==> config.mk <==
export PLATFORM = sky130hd
export DESIGN_NAME = fvn_cubic
export DESIGN_NICKNAME = d
export VERILOG_FILES = /design/src/hdl/assert_macros.svh /design/src/hdl/fvn_pkg.sv /design/src/hdl/fvn_cubic.sv
export SDC_FILE = /design/constraint.sdc
export NUM_CORES = 2
export LEC_CHECK = 0
export BUFFER_PORTS_ARGS = -buffer_cell sky130_fd_sc_hd__buf_2
export CORE_MARGIN = 5
export CORE_UTILIZATION = 56
export DETAILED_ROUTE_END_ITERATION = 8
export GPL_TIMING_DRIVEN = 0
export MAX_ROUTING_LAYER = met4
export PLACE_DENSITY_LB_ADDON = 0.12
export SLEW_MARGIN = 30
export SYNTH_ARGS = -nofsm -noshare
export SYNTH_HDL_FRONTEND = slang
export SYNTH_SLANG_ARGS = --single-unit
==> constraint.sdc <==
create_clock -name i_clk -period 24.6 [get_ports i_clk]
set_input_delay 2.46 -clock i_clk [delete_from_list [all_inputs] [get_ports i_clk]]
set_output_delay 2.46 -clock i_clk [all_outputs]
set_load 0.03 [all_outputs]
==> src/hdl/assert_macros.svh <==
// Assertion macros for the RTL that checks itself.
// Needs a clock named i_clk and an active-low reset named i_rst_n in scope.
`ifndef ASSERT_MACROS_SVH
`define ASSERT_MACROS_SVH

// Property that must hold at every clock edge outside reset.
`define ASSERT_CLK(label, prop, msg) \
    label: assert property (@(posedge i_clk) disable iff (!i_rst_n) prop) else $error(msg);

// Condition that must never be true outside reset.
`define ASSERT_NEVER(label, cond, msg) \
    label: assert property (@(posedge i_clk) disable iff (!i_rst_n) !(cond)) else $error(msg);

`endif

==> src/hdl/fvn_pkg.sv <==
// Types, codes and helpers for the fractal value noise block.
// Used by fvn_cubic and fractal_value_noise_cubic_top; depends on nothing.
package fvn_pkg;

    // Interpolation datapath width: holds every coefficient and Horner term.
    localparam int VW = 34;
    localparam int FW = 16;

    typedef logic signed [VW-1:0] t_val;

    localparam logic ACT_LOAD = 1'b0;
    localparam logic ACT_EVAL = 1'b1;

    localparam logic REG_OCTAVES = 1'b0;
    localparam logic REG_DIMS    = 1'b1;

    typedef struct packed {
        logic          start;
        logic [FW-1:0] frac;
        t_val          y0;
        t_val          y1;
        t_val          y2;
        t_val          y3;
    } t_cub_req;

    typedef struct packed {
        logic done;
        t_val value;
    } t_cub_rsp;

    // Absolute value of a Q16.16 coordinate; the most negative value saturates.
    function automatic logic [31:0] abs_coord(logic [31:0] x);
        logic [31:0] r;
        if (x == 32'h8000_0000) begin
            r = 32'h7FFF_FFFF;
        end else if (x[31]) begin
            r = (~x) + 32'd1;
        end else begin
            r = x;
        end
        return r;
    endfunction

endpackage

==> src/hdl/fvn_cubic.sv <==
// Iterative cubic interpolator: one shared multiplier, Horner over three passes.
// Depends on fvn_pkg for the value type and the request/response structs.
module fvn_cubic (
    input  logic              i_clk,
    input  logic              i_rst_n,
    input  fvn_pkg::t_cub_req i_req,
    output fvn_pkg::t_cub_rsp o_rsp
);

    localparam int PW = fvn_pkg::VW + fvn_pkg::FW + 1;

    typedef enum logic [1:0] {E_IDLE, E_MUL, E_ADD} t_estate;

    t_estate                  r_state;
    logic [1:0]               r_step;
    logic [fvn_pkg::FW-1:0]   r_t;
    fvn_pkg::t_val            r_h, r_a1, r_a2, r_a3;
    logic signed [PW-1:0]     r_p;
    logic                     r_done;

    fvn_pkg::t_val w_a0, w_a1, w_coef, w_rnd;
    logic signed [PW-1:0] w_rsum;

    assign w_a0 = i_req.y3 - i_req.y2 - i_req.y0 + i_req.y1;
    assign w_a1 = i_req.y0 - i_req.y1 - w_a0;

    always_comb begin
        case (r_step)
            2'd0:    w_coef = r_a1;
            2'd1:    w_coef = r_a2;
            default: w_coef = r_a3;
        endcase
    end

    // Round to nearest at bit 16, ties upward.
    assign w_rsum = r_p + PW'(32768);
    assign w_rnd  = fvn_pkg::t_val'(w_rsum >>> 16) + w_coef;

    always_ff @(posedge i_clk) begin
        if (!i_rst_n) begin
            r_state <= E_IDLE;
            r_step  <= 2'd0;
            r_done  <= 1'b0;
        end else begin
            r_done <= 1'b0;
            unique case (r_state)
                E_IDLE: begin
                    if (i_req.start) begin
                        r_h     <= w_a0;
                        r_a1    <= w_a1;
                        r_a2    <= i_req.y2 - i_req.y0;
                        r_a3    <= i_req.y1;
                        r_t     <= i_req.frac;
                        r_step  <= 2'd0;
                        r_state <= E_MUL;
                    end
                end
                E_MUL: begin
                    r_p     <= PW'(r_h) * PW'($signed({1'b0, r_t}));
                    r_state <= E_ADD;
                end
                E_ADD: begin
                    r_h <= w_rnd;
                    if (r_step == 2'd2) begin
                        r_done  <= 1'b1;
                        r_state <= E_IDLE;
                    end else begin
                        r_step  <= r_step + 2'd1;
                        r_state <= E_MUL;
                    end
                end
                default: r_state <= E_IDLE;
            endcase
        end
    end

    assign o_rsp.done  = r_done;
    assign o_rsp.value = r_h;

endmodule

* Word level (Yosys, flattened, before mapping)
Index checks and enable logic that the tools add are counted.
Storage, ports and cells: register bits 207, latch bits 0, RAM bits 0, bits in read-only memories 0, input port bits 155, output and inout bits 35, logic and storage cells 43, memories 0
Operators by class: add/subtract/negate cells 9, multiply operators 1, div/mod/pow operators 0, $lt $le $gt $ge 0, eq/ne operators 6, shift-type cells 0, mux-type cells 10, bitwise logic cells 0, reductions and logical operators 8
Operators by type and width (number):
- subtractor 34 bit | 5
- one-hot mux 34 bit (2 select lines) | 2
- adder 34 bit | 2
- adder 50 x 17 -> 50 bit, second input constant | 1
- multiplier 34 x 17 -> 50 bit | 1
- 2-to-1 mux 34 bit | 1
- AND reduction 3 bit | 3
- 2-to-1 mux 2 bit | 3
- one-hot mux 2 bit (3 select lines) | 1
- equality test 2 x 1 -> 1 bit, second input constant | 2
- equality test 2 bit, second input constant | 2
- zero test 2 bit | 2
- != test 2 bit, second input constant | 2
- one-hot mux 2 bit (2 select lines) | 1
- AND reduction 2 bit | 2
- adder 2 x 1 -> 2 bit, second input constant | 1
- 2-to-1 mux 1 bit | 2
- nonzero test 2 bit | 1

* Logic depth before layout (Yosys ltp)
depth after elaboration 5, depth in mapped cells 27, mapped depth without buffers 27

* Worst setup path after synthesis
Ideal clock, no wire load.
path kind in2reg, start point in i_rst_n, end point reg r_a1[0], enable pin, setup time 0.925 ns, data arrival time 14.604 ns, required time 23.675 ns, slack 9.071 ns, stages 2, buffers on the path 0, cells stage by stage inv_1 nor4b_1
Between the ends: longest elaborated chain between the ends 1
Ends and longest elaborated chain:
- from (decl) | line fvn_cubic.sv:5 | input logic i_rst_n,
- AND reduction 3 bit (no source line)
- to (signal assigned) | line fvn_cubic.sv:50 | r_a1 <= w_a1;
- to (decl) | line fvn_cubic.sv:17 | fvn_pkg::t_val r_h, r_a1, r_a2, r_a3;
No other way between the ends. A chain may end at the register's enable or synchronous reset.

* Worst setup path in the final report
start point in i_req[34] (netlist name), end point reg r_a1[33] (data pin)
Between the ends: longest elaborated chain between the ends 4
Ends and longest elaborated chain:
- from (decl) | line fvn_cubic.sv:6 | input fvn_pkg::t_cub_req i_req,
- subtractor 34 bit (2 in series) | line fvn_cubic.sv:24 | assign w_a0 = i_req.y3 - i_req.y2 - i_req.y0 + i_req.y1;
- adder 34 bit | line fvn_cubic.sv:24
- subtractor 34 bit | line fvn_cubic.sv:25 | assign w_a1 = i_req.y0 - i_req.y1 - w_a0;
- net w_a1[33] | line fvn_cubic.sv:21 | fvn_pkg::t_val w_a0, w_a1, w_coef, w_rnd;
The timed path passes the listed nets, and every way through them passes these cells.

==> flow_summary_export.csv <==
group,metric,value,unit
drt,postRouteWirelength,92500,µm
timing,drv_slew,0,
floorplanning,fp-row-count,91,
synthesis,syn_area,35100,µm²
synthesis,postSynthCellCount,3801,
cts,insertion_delay,490,ps
final_layout,area_growth,8.08,%
cts,cts_buffer_depth,2,
floorplanning,core_area,61800,µm²
timing,hold_viol,0,
critical_path,crit_required,24840,ps
place,place_congestion,0.965,
drt,antenna_left,0,
critical_path,path_buf_inv,4,
grt,grt_util_all_layers,29.1,%
timing,relSlewSlack,36.2,%
cts,cts.sinks,192,
synthesis,synth_seq_cells,192,
critical_path,cpPeakStageDelay,510,ps
final_layout,fillCellCount,5495,
drt,wire_per_inst,18.9,µm
synthesis,synth_nets,4852,
timing,rsz0062_at_grt,"no",
cts,cts_max_level,4,
outcome,status,"finished clean",
timing,fmax,114,MHz
grt,grt_pass1_wl,148000,µm
synthesis,syn_avg_cell_area,9.23,µm²
cts,root_buffer,"clkbuf_16",
synthesis,yosysSeqAreaShare,16.3,%
final_layout,stdcell_area,37900,µm²
critical_path,worstSetupStartpointType,"input pin",
critical_path,critPathKind,"in -> reg",
grt,grt_pass1_vias,27100,
synthesis,synth.area.top_cells,"fa_1, edfxtp_1, ha_1",
synthesis,yosys-top-cells-count,"inv_1, fa_1, nand2_1, ha_1, edfxtp_1",
place,hpwl,80600,µm
job,drv_cap,0,
synthesis,ys_types,85,
floorplanning,num_io_pins,190,
drt,num_vias,26000,
floorplanning,die_w,260,µm
floorplanning,initial_core_util,56.7,%
drt,drtPass1Iterations,6,
timing,fin_worst_skew,22.8,ps
cts,cts_tree,"done",
drt,viasPerCell,5.32,
hold_path,worstHoldPathType,"reg -> reg",
floorplanning,fp.dieH,260,µm
timing,tightestPinTransition,954,ps
final_layout,layout.nets,5087,
cts,holdBufCountCts,0,
cts,numCtsBuffers,17,
critical_path,cp_max_fo,4,
timing,tns,0,ps
place,io_buffers,189,
grt,globalRoute.totalOverflow,0,
final_layout,fin_cells,4890,
cts,cts.reportedPaths.clkPinSlew,80,ps
critical_path,crit_path_frequent_cell,"fa_1",
synthesis,synth_edf_count,187,
floorplanning,die_area,67700,µm²
synthesis,yosysMostFrequentCell,"inv_1",
synthesis,synth_top_area_share,34.8,%
grt,antenna_found_initial,4,
critical_path,crit_path_end_kind,"flop",
drt,drc,0,
timing,fin_crit,8770,ps
critical_path,crit_arrival,9010,ps
cts,cts_setup_buffers,0,
final_layout,drive_above_1_share,7.41,%
timing,fin_crit_sh,35.7,%
synthesis,ys_async_sr_fraction,0,%
synthesis,yosys.area.top_type,"fa_1",
grt,grt_start_max_net_pins,22,
place,placedCellCount,4854,
drt,drt_iter0_drc,1598,
synthesis,yosys_most_used_dff,"edfxtp_1",
place,post_dp_cell_area,37300,µm²
cts,cts_resized,0,
synthesis,yosysWarningCount,0,
critical_path,critPathTopFamily,"compound AO/OA/AOI/OAI gates",
critical_path,cp_slowest_cell,"fa_1",
timing,setup_viol,0,
-- cell usage in the layout (no fill, tap or decap), types with 14 or more instances in the layout --
master     Yosys  final
fa_1         610    610
nand4_1       17     17
inv_1        898    898
nor2_1       116    115
and2_1       157    157
a31oi_1       14     14
clkbuf_1     110    110
o211ai_1      16     16
buf_2          2    210
o21a_1        24     24
a21oi_1      135    135
a21o_1        60     60
and3_1        22     22
nor2b_1       18     18
xnor2_1      138    138
clkbuf_16      0     17
o21bai_1      33     33
nand2_1      533    533
nand2b_1      15     15
a22oi_1       35     35
o21ai_0       67     67
nor3_1        37     37
nand3_1       46     46
edfxtp_1     187    187
xor2_1        57     57
ha_1         286    286
-- cells by family (layout without fill, tap and decap cells) --
family / count (synthesis) / count (layout) / synth area share, %
compound gates: 488 / 488 / 9.41
other cells: 0 / 4 / 0
xor+xnor: 195 / 195 / 4.87
flops: 192 / 192 / 16.3
mux: 12 / 12 / 0.346
buf+inv: 1011 / 1259 / 10.8
fa+ha+maj: 896 / 896 / 45.0
simple gates: 1007 / 1007 / 13.2
-- stage by stage --
step           worst slack, ps  util (%)  hold slack [ps]
6_report                 15830      61.3              511
5_1_grt                  15540      61.3              569
4_1_cts                  15840      61.3              509
3_5_place_dp             15330      60.3              495
3_3_place_gp              3270      60.0              488
2_1_floorplan             9070         -              465
-- tightest hold or removal path, stage by stage, from the launching register on --
cell and delay (ps):
dfxtp_1 330, o211ai_1 90, nand2_1 50
-- sequential cells by signal, summed over array words and instances, names as in the netlist --
name / count
r_h: 34
r_t: 16
r_done: 1
r_state: 2
r_step: 2
r_p: 35
r_a2: 34
r_a3: 34
r_a1: 34
-- worst paths after layout --
| check | from | to | slack, ps | cells past startpoint |
|---|---|---|---|---|
| setup reg to reg | r_t[9]$_DFFE_PP_ | r_p[48]$_DFFE_PP_ | 16720 | 24 |
| setup / recovery | i_req[34] | r_a1[33]$_DFFE_PP_ | 15830 | 26 |
| hold / removal | r_step[1]$_SDFFE_PN0P_ | r_step[1]$_SDFFE_PN0P_ | 510 | 2 |
| hold reg to reg | r_step[1]$_SDFFE_PN0P_ | r_step[1]$_SDFFE_PN0P_ | 510 | 2 |
-- metal layers --
layer / share of wire, % / track usage (%)
met4: 2.8 / 7.76
met5: 0 / -
met3: 7.0 / 4.63
met2: 46 / 45.2
met1: 44 / 40.4
-- area by class of cell --
| type | instances | area [µm²] | area share (%) |
|---|---|---|---|
| sequential | 192 | 5720 | 15.1 |
| inverter | 898 | 3370 | 8.89 |
| multi-input combinational | 2598 | 25600 | 67.5 |
| antenna | 4 | 10.0 | 0.0264 |
| buffer | 113 | 430 | 1.14 |
| timing repair buffer | 216 | 1120 | 2.96 |
| clock inverter | 15 | 213 | 0.561 |
| tap | 837 | 1050 | 2.76 |
| clock buffer | 17 | 425 | 1.12 |
Power is left out: the tool's default activity adds up to more than one toggle a clock period on the data nets, which glitch-free logic cannot reach.
